===== src/rtl/core/tee_pkg.sv =====
// shared types, constants and event codes of the touch event encoder
package tee_pkg;

   localparam int TRACK_ID_WIDTH = 16;
   localparam int COORD_WIDTH = 16;
   localparam int VALUE_WIDTH = 17;
   localparam int CODE_WIDTH = 9;
   localparam int TYPE_WIDTH = 2;
   localparam int KIND_WIDTH = 2;
   localparam int CSR_INDEX_WIDTH = 3;
   localparam int CSR_DATA_WIDTH = 16;

   localparam int QUEUE_DEPTH = 4;
   localparam int QPTR_WIDTH = $clog2(QUEUE_DEPTH);
   localparam int QCOUNT_WIDTH = $clog2(QUEUE_DEPTH + 3);

   localparam logic [COORD_WIDTH-1:0] FULL_SCALE = '1;

   localparam logic [KIND_WIDTH-1:0] KIND_DOWN = 2'd0;
   localparam logic [KIND_WIDTH-1:0] KIND_UP = 2'd1;

   localparam logic [CSR_INDEX_WIDTH-1:0] CSR_X_MIN = 3'd0;
   localparam logic [CSR_INDEX_WIDTH-1:0] CSR_X_MAX = 3'd1;
   localparam logic [CSR_INDEX_WIDTH-1:0] CSR_Y_MIN = 3'd2;
   localparam logic [CSR_INDEX_WIDTH-1:0] CSR_Y_MAX = 3'd3;
   localparam logic [CSR_INDEX_WIDTH-1:0] CSR_MULTI_MODE = 3'd4;
   localparam logic [CSR_INDEX_WIDTH-1:0] CSR_ROTATE_AXES = 3'd5;

   localparam logic [TYPE_WIDTH-1:0] EVT_SYN = 2'd0;
   localparam logic [TYPE_WIDTH-1:0] EVT_KEY = 2'd1;
   localparam logic [TYPE_WIDTH-1:0] EVT_ABS = 2'd3;

   localparam logic [CODE_WIDTH-1:0] CODE_ABS_X = 9'd0;
   localparam logic [CODE_WIDTH-1:0] CODE_ABS_Y = 9'd1;
   localparam logic [CODE_WIDTH-1:0] CODE_MT_X = 9'd53;
   localparam logic [CODE_WIDTH-1:0] CODE_MT_Y = 9'd54;
   localparam logic [CODE_WIDTH-1:0] CODE_MT_TRACK = 9'd57;
   localparam logic [CODE_WIDTH-1:0] CODE_MT_PRESS = 9'd58;
   localparam logic [CODE_WIDTH-1:0] CODE_BTN_TOUCH = 9'd330;
   localparam logic [CODE_WIDTH-1:0] CODE_SYN_REPORT = 9'd0;

   localparam logic [VALUE_WIDTH-1:0] VALUE_RELEASE_ID = '1;
   localparam logic [VALUE_WIDTH-1:0] VALUE_PRESSURE = 17'd100;
   localparam logic [VALUE_WIDTH-1:0] VALUE_ZERO = '0;
   localparam logic [VALUE_WIDTH-1:0] VALUE_ONE = 17'd1;

   // one bit per event of a sequence, emitted lowest bit first
   localparam int NUM_STEPS = 9;
   localparam logic [NUM_STEPS-1:0] STEP_NONE = 9'b000000000;
   localparam logic [NUM_STEPS-1:0] STEP_REL_TRACK = 9'b000000001;
   localparam logic [NUM_STEPS-1:0] STEP_REL_KEY = 9'b000000010;
   localparam logic [NUM_STEPS-1:0] STEP_REL_SYN = 9'b000000100;
   localparam logic [NUM_STEPS-1:0] STEP_PR_TRACK = 9'b000001000;
   localparam logic [NUM_STEPS-1:0] STEP_PR_KEY = 9'b000010000;
   localparam logic [NUM_STEPS-1:0] STEP_MV_X = 9'b000100000;
   localparam logic [NUM_STEPS-1:0] STEP_MV_Y = 9'b001000000;
   localparam logic [NUM_STEPS-1:0] STEP_MV_PRESS = 9'b010000000;
   localparam logic [NUM_STEPS-1:0] STEP_MV_SYN = 9'b100000000;

   typedef struct packed {
      logic signed [COORD_WIDTH-1:0] x_min;
      logic signed [COORD_WIDTH-1:0] x_max;
      logic signed [COORD_WIDTH-1:0] y_min;
      logic signed [COORD_WIDTH-1:0] y_max;
      logic                          multi_mode;
      logic                          rotate_axes;
   } tee_cfg_type;

   typedef struct packed {
      logic [NUM_STEPS-1:0]          steps;
      logic                          multi;
      logic signed [VALUE_WIDTH-1:0] pos_x;
      logic signed [VALUE_WIDTH-1:0] pos_y;
      logic [TRACK_ID_WIDTH-1:0]     track_id;
   } tee_cmd_type;

endpackage


===== src/rtl/core/touch_event_encoder.sv =====
// touch event encoder top level: register file and the front, queue and sequencer
//
// usage
//   req channel: one touch command per transfer, normalized x and y in req_tdata,
//   kind, mirror and flip in req_tuser
//   rsp channel: the evdev events of each command in order, one per transfer,
//   rsp_tlast on the final event of a command
//   csr port: registers written with csr_we high; user writes only while idle, unchecked
// path: the first scaling stage loads at the command's transfer; the second stage,
//   queue write, sequencer load and output register follow in that order, and the
//   output register raises rsp_tvalid
// throughput: the sequencer emits one event per cycle while rsp_tready is high;
//   a command has 2 to 9 events, and the single event sequencer loads the next
//   command only after emitting the last event of the current one; the front takes
//   a command every cycle while the four-entry command queue has room
// reset: touch released, tracking id 0, all ranges and modes 0, queue empty
// stall: when rsp_tready is low the output register holds its event, the
//   sequencer waits, the queue fills and req_tready drops once it is booked full
module touch_event_encoder (
   input  logic                                 clock,
   input  logic                                 reset,
   input  logic                                 req_tvalid,
   output logic                                 req_tready,
   input  logic [63:0]                          req_tdata,  // norm_x, norm_y
   input  logic [3:0]                           req_tuser,  // touch_kind, mirror, flip
   output logic                                 rsp_tvalid,
   input  logic                                 rsp_tready,
   output logic [31:0]                          rsp_tdata,  // event_code, event_value, pad
   output logic [tee_pkg::TYPE_WIDTH-1:0]       rsp_tuser,  // event_type
   output logic                                 rsp_tlast,
   input  logic                                 csr_we,
   input  logic [tee_pkg::CSR_INDEX_WIDTH-1:0]  csr_index,
   input  logic [tee_pkg::CSR_DATA_WIDTH-1:0]   csr_wdata
);
   import tee_pkg::*;

   tee_cfg_type             cfg_ff;
   logic                    push;
   tee_cmd_type             push_cmd;
   logic                    pop;
   tee_cmd_type             pop_cmd;
   logic                    q_empty;
   logic [QCOUNT_WIDTH-1:0] q_count;
   logic [CODE_WIDTH-1:0]   event_code;
   logic [VALUE_WIDTH-1:0]  event_value;

   always_ff @(posedge clock) begin
      if (reset) begin
         cfg_ff <= '0;
      end else if (csr_we) begin
         case (csr_index)
            CSR_X_MIN: cfg_ff.x_min <= csr_wdata;
            CSR_X_MAX: cfg_ff.x_max <= csr_wdata;
            CSR_Y_MIN: cfg_ff.y_min <= csr_wdata;
            CSR_Y_MAX: cfg_ff.y_max <= csr_wdata;
            CSR_MULTI_MODE: cfg_ff.multi_mode <= csr_wdata[0];
            CSR_ROTATE_AXES: cfg_ff.rotate_axes <= csr_wdata[0];
            default: begin
            end
         endcase
      end
   end

   tee_front u_front (
      .clock      (clock),
      .reset      (reset),
      .cfg        (cfg_ff),
      .in_valid   (req_tvalid),
      .in_ready   (req_tready),
      .norm_x     (req_tdata[31:0]),
      .norm_y     (req_tdata[63:32]),
      .touch_kind (req_tuser[1:0]),
      .mirror     (req_tuser[2]),
      .flip       (req_tuser[3]),
      .q_count    (q_count),
      .push       (push),
      .push_cmd   (push_cmd)
   );

   tee_queue u_queue (
      .clock    (clock),
      .reset    (reset),
      .push     (push),
      .push_cmd (push_cmd),
      .pop      (pop),
      .pop_cmd  (pop_cmd),
      .empty    (q_empty),
      .count    (q_count)
   );

   tee_back u_back (
      .clock       (clock),
      .reset       (reset),
      .q_cmd       (pop_cmd),
      .q_empty     (q_empty),
      .pop         (pop),
      .out_valid   (rsp_tvalid),
      .out_ready   (rsp_tready),
      .event_type  (rsp_tuser),
      .event_code  (event_code),
      .event_value (event_value),
      .last_event  (rsp_tlast)
   );

   assign rsp_tdata = {6'd0, event_value, event_code};

endmodule


===== src/rtl/core/tee_front.sv =====
// front end: accepts touch commands, plans the event sequence and scales coordinates
module tee_front (
   input  logic                            clock,
   input  logic                            reset,
   input  tee_pkg::tee_cfg_type            cfg,
   input  logic                            in_valid,
   output logic                            in_ready,
   input  logic [31:0]                     norm_x,
   input  logic [31:0]                     norm_y,
   input  logic [tee_pkg::KIND_WIDTH-1:0]  touch_kind,
   input  logic                            mirror,
   input  logic                            flip,
   input  logic [tee_pkg::QCOUNT_WIDTH-1:0] q_count,
   output logic                            push,
   output tee_pkg::tee_cmd_type            push_cmd
);
   import tee_pkg::*;

   function automatic logic [COORD_WIDTH-1:0] div_full_scale(input logic [31:0] p);
      logic [COORD_WIDTH-1:0] hi;
      logic [COORD_WIDTH:0]   s;
      logic [1:0]             extra;
      hi = p[31:16];
      s = {1'b0, hi} + {1'b0, p[15:0]};
      if (s >= {FULL_SCALE, 1'b0}) begin
         extra = 2'd2;
      end else if (s >= {1'b0, FULL_SCALE}) begin
         extra = 2'd1;
      end else begin
         extra = 2'd0;
      end
      return hi + COORD_WIDTH'(extra);
   endfunction

   function automatic logic [VALUE_WIDTH-1:0] place(input logic signed [COORD_WIDTH-1:0] base,
                                                    input logic [COORD_WIDTH-1:0] q,
                                                    input logic neg);
      logic [VALUE_WIDTH-1:0] b;
      logic [VALUE_WIDTH-1:0] qq;
      b = {base[COORD_WIDTH-1], base};
      qq = {1'b0, q};
      return neg ? b - qq : b + qq;
   endfunction

   logic                          accept;
   logic [QCOUNT_WIDTH-1:0]       occupancy;
   logic                          swap;
   logic [COORD_WIDTH-1:0]        sat_x, sat_y, cx, cy;
   logic [VALUE_WIDTH-1:0]        span_x, span_y;
   logic [NUM_STEPS-1:0]          rel_steps, mv_steps, steps;

   logic                          released_ff, released_in;
   logic [TRACK_ID_WIDTH-1:0]     track_ff, track_in;

   logic                          s1_valid_ff;
   logic [COORD_WIDTH-1:0]        s1_coord_h_ff, s1_coord_v_ff;
   logic [COORD_WIDTH-1:0]        s1_mag_h_ff, s1_mag_v_ff;
   logic                          s1_neg_h_ff, s1_neg_v_ff;
   logic signed [COORD_WIDTH-1:0] s1_base_h_ff, s1_base_v_ff;
   logic [NUM_STEPS-1:0]          s1_steps_ff;
   logic                          s1_multi_ff;
   logic [TRACK_ID_WIDTH-1:0]     s1_track_ff;

   logic                          s2_valid_ff;
   logic [31:0]                   s2_prod_h_ff, s2_prod_v_ff;
   logic                          s2_neg_h_ff, s2_neg_v_ff;
   logic signed [COORD_WIDTH-1:0] s2_base_h_ff, s2_base_v_ff;
   logic [NUM_STEPS-1:0]          s2_steps_ff;
   logic                          s2_multi_ff;
   logic [TRACK_ID_WIDTH-1:0]     s2_track_ff;

   // credit check covers items already inside the scaling stages
   assign occupancy = q_count + QCOUNT_WIDTH'(s1_valid_ff) + QCOUNT_WIDTH'(s2_valid_ff);
   assign in_ready = occupancy < QCOUNT_WIDTH'(QUEUE_DEPTH);
   assign accept = in_valid && in_ready;

   always_comb begin
      sat_x = (|norm_x[31:COORD_WIDTH]) ? FULL_SCALE : norm_x[COORD_WIDTH-1:0];
      sat_y = (|norm_y[31:COORD_WIDTH]) ? FULL_SCALE : norm_y[COORD_WIDTH-1:0];
      cx = mirror ? ~sat_x : sat_x;
      cy = mirror ? ~sat_y : sat_y;
      swap = cfg.rotate_axes || flip;
      span_x = {cfg.x_max[COORD_WIDTH-1], cfg.x_max} - {cfg.x_min[COORD_WIDTH-1], cfg.x_min};
      span_y = {cfg.y_max[COORD_WIDTH-1], cfg.y_max} - {cfg.y_min[COORD_WIDTH-1], cfg.y_min};
   end

   always_comb begin
      rel_steps = STEP_REL_KEY | STEP_REL_SYN | (cfg.multi_mode ? STEP_REL_TRACK : STEP_NONE);
      mv_steps = STEP_MV_X | STEP_MV_Y | STEP_MV_SYN
                 | (cfg.multi_mode ? STEP_MV_PRESS : STEP_NONE);
      released_in = released_ff;
      track_in = track_ff;
      case (touch_kind)
         KIND_UP: begin
            steps = rel_steps;
            released_in = 1'b1;
         end
         KIND_DOWN: begin
            steps = (released_ff ? STEP_NONE : rel_steps) | STEP_PR_KEY | mv_steps
                    | (cfg.multi_mode ? STEP_PR_TRACK : STEP_NONE);
            released_in = 1'b0;
            if (cfg.multi_mode) begin
               track_in = track_ff + TRACK_ID_WIDTH'(1);
            end
         end
         default: begin
            steps = mv_steps;
         end
      endcase
   end

   always_ff @(posedge clock) begin
      if (reset) begin
         released_ff <= 1'b1;
         track_ff <= '0;
         s1_valid_ff <= 1'b0;
         s2_valid_ff <= 1'b0;
      end else begin
         if (accept) begin
            released_ff <= released_in;
            track_ff <= track_in;
         end
         s1_valid_ff <= accept;
         s2_valid_ff <= s1_valid_ff;
      end
   end

   // stage 1: operands of both scalings
   always_ff @(posedge clock) begin
      s1_coord_h_ff <= swap ? cy : cx;
      s1_coord_v_ff <= swap ? cx : cy;
      s1_mag_h_ff <= span_x[VALUE_WIDTH-1] ? COORD_WIDTH'(-span_x) : span_x[COORD_WIDTH-1:0];
      s1_mag_v_ff <= span_y[VALUE_WIDTH-1] ? COORD_WIDTH'(-span_y) : span_y[COORD_WIDTH-1:0];
      s1_neg_h_ff <= span_x[VALUE_WIDTH-1] ^ swap;
      s1_neg_v_ff <= span_y[VALUE_WIDTH-1];
      s1_base_h_ff <= swap ? cfg.x_max : cfg.x_min;
      s1_base_v_ff <= cfg.y_min;
      s1_steps_ff <= steps;
      s1_multi_ff <= cfg.multi_mode;
      s1_track_ff <= track_ff;
   end

   // stage 2: products
   always_ff @(posedge clock) begin
      s2_prod_h_ff <= s1_coord_h_ff * s1_mag_h_ff;
      s2_prod_v_ff <= s1_coord_v_ff * s1_mag_v_ff;
      s2_neg_h_ff <= s1_neg_h_ff;
      s2_neg_v_ff <= s1_neg_v_ff;
      s2_base_h_ff <= s1_base_h_ff;
      s2_base_v_ff <= s1_base_v_ff;
      s2_steps_ff <= s1_steps_ff;
      s2_multi_ff <= s1_multi_ff;
      s2_track_ff <= s1_track_ff;
   end

   // stage 3: divide by full scale and offset, straight into the queue
   assign push = s2_valid_ff;
   always_comb begin
      push_cmd.steps = s2_steps_ff;
      push_cmd.multi = s2_multi_ff;
      push_cmd.pos_x = place(s2_base_h_ff, div_full_scale(s2_prod_h_ff), s2_neg_h_ff);
      push_cmd.pos_y = place(s2_base_v_ff, div_full_scale(s2_prod_v_ff), s2_neg_v_ff);
      push_cmd.track_id = s2_track_ff;
   end

   ap_no_overbook: assert property (@(posedge clock) disable iff (reset)
      occupancy <= QCOUNT_WIDTH'(QUEUE_DEPTH))
      else $error("front books more items than the queue holds");

   ap_track_step: assert property (@(posedge clock) disable iff (reset)
      (accept && touch_kind == KIND_DOWN && cfg.multi_mode)
      |=> track_ff == $past(track_ff) + TRACK_ID_WIDTH'(1))
      else $error("tracking id did not advance on press");

   ap_press_holds: assert property (@(posedge clock) disable iff (reset)
      (accept && touch_kind == KIND_DOWN) |=> !released_ff)
      else $error("press left the touch released");

endmodule


===== src/rtl/core/tee_queue.sv =====
// command queue between the front end and the event sequencer
module tee_queue (
   input  logic                             clock,
   input  logic                             reset,
   input  logic                             push,
   input  tee_pkg::tee_cmd_type             push_cmd,
   input  logic                             pop,
   output tee_pkg::tee_cmd_type             pop_cmd,
   output logic                             empty,
   output logic [tee_pkg::QCOUNT_WIDTH-1:0] count
);
   import tee_pkg::*;

   tee_cmd_type             entries_ff [QUEUE_DEPTH];
   logic [QPTR_WIDTH-1:0]   wr_ptr_ff, rd_ptr_ff;
   logic [QCOUNT_WIDTH-1:0] count_ff;

   assign pop_cmd = entries_ff[rd_ptr_ff];
   assign empty = count_ff == '0;
   assign count = count_ff;

   always_ff @(posedge clock) begin
      if (push) begin
         entries_ff[wr_ptr_ff] <= push_cmd;
      end
   end

   always_ff @(posedge clock) begin
      if (reset) begin
         wr_ptr_ff <= '0;
         rd_ptr_ff <= '0;
         count_ff <= '0;
      end else begin
         if (push) begin
            wr_ptr_ff <= wr_ptr_ff + QPTR_WIDTH'(1);
         end
         if (pop) begin
            rd_ptr_ff <= rd_ptr_ff + QPTR_WIDTH'(1);
         end
         count_ff <= count_ff + QCOUNT_WIDTH'(push) - QCOUNT_WIDTH'(pop);
      end
   end

   ap_no_underflow: assert property (@(posedge clock) disable iff (reset)
      pop |-> !empty)
      else $error("queue read while empty");

endmodule


===== src/rtl/core/tee_back.sv =====
// event sequencer: walks the planned steps of each command onto the result channel
module tee_back (
   input  logic                                  clock,
   input  logic                                  reset,
   input  tee_pkg::tee_cmd_type                  q_cmd,
   input  logic                                  q_empty,
   output logic                                  pop,
   output logic                                  out_valid,
   input  logic                                  out_ready,
   output logic [tee_pkg::TYPE_WIDTH-1:0]        event_type,
   output logic [tee_pkg::CODE_WIDTH-1:0]        event_code,
   output logic [tee_pkg::VALUE_WIDTH-1:0]       event_value,
   output logic                                  last_event
);
   import tee_pkg::*;

   tee_cmd_type            cur_ff;
   logic                   have;
   logic                   out_free;
   logic                   emit;
   logic [NUM_STEPS-1:0]   sel;
   logic [NUM_STEPS-1:0]   rest;
   logic [TYPE_WIDTH-1:0]  ev_type;
   logic [CODE_WIDTH-1:0]  ev_code;
   logic [VALUE_WIDTH-1:0] ev_value;

   logic                   out_valid_ff;
   logic [TYPE_WIDTH-1:0]  out_type_ff;
   logic [CODE_WIDTH-1:0]  out_code_ff;
   logic [VALUE_WIDTH-1:0] out_value_ff;
   logic                   out_last_ff;

   assign have = |cur_ff.steps;
   assign out_free = !out_valid_ff || out_ready;
   assign emit = have && out_free;
   assign pop = !have && !q_empty;
   assign sel = cur_ff.steps & (~cur_ff.steps + NUM_STEPS'(1));
   assign rest = cur_ff.steps & ~sel;

   always_comb begin
      case (sel)
         STEP_REL_TRACK: begin
            ev_type = EVT_ABS;
            ev_code = CODE_MT_TRACK;
            ev_value = VALUE_RELEASE_ID;
         end
         STEP_REL_KEY: begin
            ev_type = EVT_KEY;
            ev_code = CODE_BTN_TOUCH;
            ev_value = VALUE_ZERO;
         end
         STEP_PR_TRACK: begin
            ev_type = EVT_ABS;
            ev_code = CODE_MT_TRACK;
            ev_value = VALUE_WIDTH'(cur_ff.track_id);
         end
         STEP_PR_KEY: begin
            ev_type = EVT_KEY;
            ev_code = CODE_BTN_TOUCH;
            ev_value = VALUE_ONE;
         end
         STEP_MV_X: begin
            ev_type = EVT_ABS;
            ev_code = cur_ff.multi ? CODE_MT_X : CODE_ABS_X;
            ev_value = cur_ff.pos_x;
         end
         STEP_MV_Y: begin
            ev_type = EVT_ABS;
            ev_code = cur_ff.multi ? CODE_MT_Y : CODE_ABS_Y;
            ev_value = cur_ff.pos_y;
         end
         STEP_MV_PRESS: begin
            ev_type = EVT_ABS;
            ev_code = CODE_MT_PRESS;
            ev_value = VALUE_PRESSURE;
         end
         default: begin
            ev_type = EVT_SYN;
            ev_code = CODE_SYN_REPORT;
            ev_value = VALUE_ZERO;
         end
      endcase
   end

   always_ff @(posedge clock) begin
      if (reset) begin
         cur_ff.steps <= STEP_NONE;
         out_valid_ff <= 1'b0;
      end else begin
         if (pop) begin
            cur_ff <= q_cmd;
         end else if (emit) begin
            cur_ff.steps <= rest;
         end
         if (emit) begin
            out_valid_ff <= 1'b1;
         end else if (out_ready) begin
            out_valid_ff <= 1'b0;
         end
      end
   end

   always_ff @(posedge clock) begin
      if (emit) begin
         out_type_ff <= ev_type;
         out_code_ff <= ev_code;
         out_value_ff <= ev_value;
         out_last_ff <= rest == STEP_NONE;
      end
   end

   assign out_valid = out_valid_ff;
   assign event_type = out_type_ff;
   assign event_code = out_code_ff;
   assign event_value = out_value_ff;
   assign last_event = out_last_ff;

   ap_entry_nonempty: assert property (@(posedge clock) disable iff (reset)
      pop |=> have)
      else $error("queued command carries no events");

   ap_last_is_sync: assert property (@(posedge clock) disable iff (reset)
      (emit && rest == STEP_NONE) |-> ev_type == EVT_SYN)
      else $error("sequence does not end in a sync report");

endmodule

===== config.mk =====
export PLATFORM = sky130hd
export DESIGN_NAME = touch_event_encoder
export DESIGN_NICKNAME = d
export VERILOG_FILES = /design/src/rtl/core/tee_pkg.sv /design/src/rtl/core/touch_event_encoder.sv /design/src/rtl/core/tee_front.sv /design/src/rtl/core/tee_queue.sv /design/src/rtl/core/tee_back.sv
export SDC_FILE = /design/constraint.sdc
export NUM_CORES = 2
export LEC_CHECK = 0
export BUFFER_PORTS_ARGS = -buffer_cell sky130_fd_sc_hd__buf_2
export CAP_MARGIN = 20
export CORE_MARGIN = 8
export CORE_UTILIZATION = 53
export DETAILED_ROUTE_END_ITERATION = 8
export PLACE_DENSITY = 0.78
export SLEW_MARGIN = 25
export SYNTH_ARGS = -nofsm -noshare
export SYNTH_HDL_FRONTEND = slang
export SYNTH_SLANG_ARGS = --single-unit

===== constraint.sdc =====
create_clock -name clock -period 8.95 [get_ports clock]
set_input_delay 1.3425 -clock clock [delete_from_list [all_inputs] [get_ports clock]]
set_output_delay 1.3425 -clock clock [all_outputs]
set_load 0.01 [all_outputs]

### Yosys cells after proc, flatten, opt, wreduce, memory -nomap -nowiden

Memory sizes are Yosys's and may differ from the RTL's. A register that Yosys moved wholly into a read port is not among the register bits.
Index checks and enable logic that the tools add are counted.

| word-level totals | value |
|---|---|
| register bits after elaboration | 430 |
| bits in latches | 0 |
| memory bits (writable) | 240 |
| bits in read-only memories | 0 |
| bits of input ports | 92 |
| output and inout port bits | 37 |
| logic and storage cells | 158 |
| memories kept | 1 |

| operators by class | value |
|---|---|
| $add $sub $neg | 20 |
| $mul | 2 |
| divide/modulo/power cells | 0 |
| order comparisons | 5 |
| eq/ne operators | 13 |
| shift operators | 0 |
| multiplexer cells | 34 |
| bitwise logic cells | 10 |
| reduce and logical (&&, ||, !) cells | 30 |

Memories:

| memory | words | bits a word | rd ports | clocked after memory_dff | write ports | RTL line | text |
|---|---|---|---|---|---|---|---|
| u_queue.entries_ff | 4 | 60 | 1 | 1 | 1 | tee_queue.sv:14 | `tee_cmd_type entries_ff [QUEUE_DEPTH];` |

Operators with widths:

| kind | number |
|---|---|
| 16-bit two-way mux | 9 |
| 17-bit case mux with 6 select lines | 1 |
| 16-bit by 16-bit multiplier with 32-bit output | 2 |
| 9-bit case mux with 5 select lines | 1 |
| 16-bit by 16-bit adder with 17-bit output | 2 |
| 17-bit by 16-bit adder with 17-bit output | 2 |
| 17-bit by 16-bit greater-or-equal comparator with 1-bit output (second input constant) | 2 |
| 17-bit greater-or-equal comparator (second input constant) | 2 |
| 17-bit two-way mux | 2 |
| 16-bit by 16-bit subtractor with 17-bit output | 2 |
| 17-bit by 16-bit subtractor with 17-bit output | 2 |
| 16-bit by 2-bit adder with 16-bit output | 2 |
| 16-bit negator | 2 |
| 16-bit NOT | 2 |
| 16-bit OR reduction | 2 |
| 9-bit two-way mux | 3 |
| 9-bit AND | 2 |
| 9-bit NOT | 2 |
| 9-bit bitwise OR | 2 |
| 9-bit case mux with 2 select lines | 1 |
| 16-bit by 1-bit adder with 16-bit output (second input constant) | 1 |
| 2-bit AND reduction | 8 |
| 6-bit two-way mux | 2 |
| 3-bit by 1-bit adder with 3-bit output | 3 |
| 34 further kinds | 55 |

### Longest topological paths before layout

| depth | value |
|---|---|
| depth in word-level cells | 7 |
| mapped depth | 31 |
| gate-level depth less buffers | 31 |

### By module

A second synthesis with hierarchy kept.

| unflattened totals | value |
|---|---|
| cells, all modules | 4212 |
| area total of the unflattened synthesis | 45252.2 µm² |

By module, submodules not included:

| module | instances | cells each | area each (µm²) | sequential area each (µm²) |
|---|---|---|---|---|
| tee_front | 1 | 3383 | 30048.8 | 5225.0 |
| tee_queue | 1 | 355 | 9156.3 | 7387.1 |
| tee_back | 1 | 228 | 3337.0 | 2512.4 |
| touch_event_encoder | 1 | 246 | 2710.1 | 1321.3 |

### Least setup slack after synthesis

Ideal clock, no wire load.

| timing | value |
|---|---|
| path type | register to register |
| from | register u_front.s2_prod_v_ff[16] |
| to | memory u_queue.entries_ff[0][31] (netlist name), data pin |
| setup time | 0.280 ns |
| data arrival time | 6.096 ns |
| required time | 8.670 ns |
| setup slack | 2.574 ns |
| stages on the path, launching flop included | 31 |
| path buffers | 0 |
| period minus slack after synthesis | 6.376 ns |
| cell sequence | dfxtp_1 ha_1 inv_1 fa_1 nor2b_1 o2111ai_1 a31oi_1 a21o_1 nand4_1 a32o_1 xor2_1 or4_1 mux2_2 ha_1 fa_1 nand4_1 nor2_1 or2_2 a21oi_1 o21a_1 nor2_1 xnor2_1 ha_1 a21o_1 a21o_1 a21oi_1 nor2_1 a21oi_1 o31ai_1 o41ai_1 xnor2_1 |

RTL lines:

| what | RTL line | text |
|---|---|---|
| start: declaration | tee_front.sv:65 | `logic [31:0] s2_prod_h_ff, s2_prod_v_ff;` |
| start signal: assignment | tee_front.sv:146 | `s2_prod_v_ff <= s1_coord_v_ff * s1_mag_v_ff;` |
| end: declaration | tee_queue.sv:14 |  |

==> run metrics <==
Via density 5.58; met2 GRT Util 35.4%; post-route ant nets 0; CTS tree yes; largest net degree at the start of global routing 92; global route overflow 0; post-CTS setup buffers 0; Distinct cells, synth 88; row cnt between 100 and 150; initial antenna violation count 11; Final Hold Vio Count 0; vias in the first global route 31150; most used cell, CP a21oi_1; I/O pins 129; Startpoint Class register; H-tree levels 2; synth-to-layout area growth 8.26%; HPWL after DPL 73500 µm; port bufs 121; fin nets about 5100; met1 Usage GRT 28.9%; met3 Use GR 3.36%; GRT Total Usage 21.4%; Placer Congestion approximately 0.89; core area a little over 0.08 mm²; number of synthesized flops with an enable pin 305; Tcrit/Tclk final 81.3%; total CTS buffers 60; Skew-Pair Late Insertion Delay approximately 660 ps; most frequent cells in the layout nand2_1 (567), inv_1 (549), fa_1 (397), dfxtp_1 (344), ha_1 (320); Post-Route Utilization 58.1%; max incr delay on CP 520 ps; cts repair resizes 0; min cycle time layout around 7300 ps; drt wl/cell 18.5 µm; Crit Path Class reg -> reg; Max Clock Freq 137 MHz; clk sinks about 650; clock slew at reported path FFs 60 ps; # setup viols final 0; Root Buffer clkbuf_16; CTS Hold Bufs 0; relative slew slack 29.0%; fraction of layout cells with a size suffix above 1 roughly 8.2%; Final Cell Area 0.0477 mm²; Placed Area 0.0456 mm²; Seq/Total Area, Yosys roughly 36%; Syn Inst Count 4229; RSZ-0062 raised after global routing no; Die ar. about 0.09 mm²; Mean Syn Cell Area 10.4 µm²; TritonRoute pass-1 iters 6; Total Wirelength around 100000 µm; max cap viols 0; clock buffer depth 3; first-pass GRT wire length 163000 µm; drt first-iter violations 2085; #FFs+latches synth 651; hold slack 280 ps; Synth Flop Type dfxtp_1; Worst setup EP type register; HP Class reg -> reg; vias 30144; Async S/R FF share, synth 0%; status completed; die height 304 µm; busiest grt layer met2; required time of the critical path 9350 ps; Max stage delay cell, worst path a2111oi_0; Die X 304 µm; most common cell after layout, fill and taps aside nand2_1; worst slew pin tran between 1000 and 1500 ps; Cell Area, Synth 0.0441 mm²; yosys warns 0; DRC 0; setup TNS 0 ps; worst clock skew approximately 62 ps; Initial Util 53.6%; crit-path max FO 7; worst path arrival time 7680 ps; max-slew violations 0
-- cell usage after synthesis, drive strengths merged (8+ instances only) --
cell type / count / area (µm²)
nand2: 567 / 2130
inv: 550 / 2060
fa: 397 / 7950
dfxtp: 346 / 6930
ha: 320 / 4000
edfxtp: 305 / 9160
a21oi: 235 / 1180
and2: 214 / 1340
nor2: 178 / 668
xnor2: 146 / 1280
clkbuf: 134 / 503
xor2: 122 / 1070
o21ai: 77 / 385
nor3: 70 / 350
a21o: 64 / 480
mux4: 57 / 1280
nand3: 35 / 175
nor2b: 32 / 200
a31oi: 26 / 163
buf: 26 / 134
nand4: 23 / 144
nor4: 22 / 156
o21a: 21 / 158
and3: 20 / 125
mux2: 20 / 229
a211oi: 16 / 130
nand2b: 16 / 100
o21bai: 15 / 113
a221oi: 14 / 129
o31ai: 13 / 97.6
o211ai: 12 / 90.1
or3: 12 / 75.1
a2111oi: 9 / 104
or2: 8 / 50.1
-- area by class of cell --
type	count	area, µm²
clock buffer	81	1730
tap	1070	1340
sequential	651	16100
clock inverter	33	420
multi-input combinational	2874	25400
antenna	6	15.0
inverter	550	2060
timing repair buffer	135	713
fill	6740	34500
-- state kept, by name, indices dropped and copies added, names as in the netlist, 17 cells and up, named ones only --
signal	cells
u_queue.entries_ff	228
u_front.s2_prod_h_ff	32
u_back.event_value	17
cfg_ff	66
u_front.s2_prod_v_ff	32
u_back.cur_ff	60
-- layer usage --
| layer | share of wire [%] | vias up |
|---|---|---|
| li1 | - | 14096 |
| met5 | 0.061 | - |
| met4 | 2.9 | 10 |
| met3 | 7.6 | 186 |
| met2 | 47 | 1056 |
| met1 | 43 | 14796 |
-- cells by family (layout without fill, tap and decap cells) --
family	after synthesis	after routing	synth area share, %
AND/OR/NAND/NOR	1225	1225	13.0
adder cells (fa/ha/maj)	719	719	27.1
buffers and inverters	710	799	6.13
flip-flops	651	651	36.5
AO/OA/AOI/OAI	571	571	8.30
XOR/XNOR	268	268	5.32
multiplexers	84	84	3.59
other	1	13	0.00850
-- critical path: cells and delay by family (launching register included) --
kind,cells,cell delay [ps]
compound gates,13,2830
fa+ha+maj,4,1320
mux,1,300
flops,1,410
simple gates,7,1490
xor+xnor,3,690
-- stage by stage --
step | cells | setup WS [ps]
after floorplan | 4235 | 2570
after global placement | 5280 | 2060
after detailed placement | 5280 | 1870
after CTS | 5394 | 1780
after global routing | 5394 | 1270
final | 5400 | 1670
-- final timing paths --
| kind | start | end | slack, ps | cells after the start |
|---|---|---|---|---|
| setup / recovery | u_front.s2_prod_v_ff[17] | u_queue.entries_ff[3][32] | 1670 | 28 |
| hold reg to reg | u_front.s1_base_h_ff[15] | u_front.s2_base_h_ff[15] | 280 | 0 |
| hold / removal | u_front.s1_base_h_ff[15] | u_front.s2_base_h_ff[15] | 280 | 0 |
| setup reg to reg | u_front.s2_prod_v_ff[17] | u_queue.entries_ff[3][32] | 1670 | 28 |
Power is not shown: default switching activity piles up to over one toggle a cycle in this logic, so the estimate is an artifact.
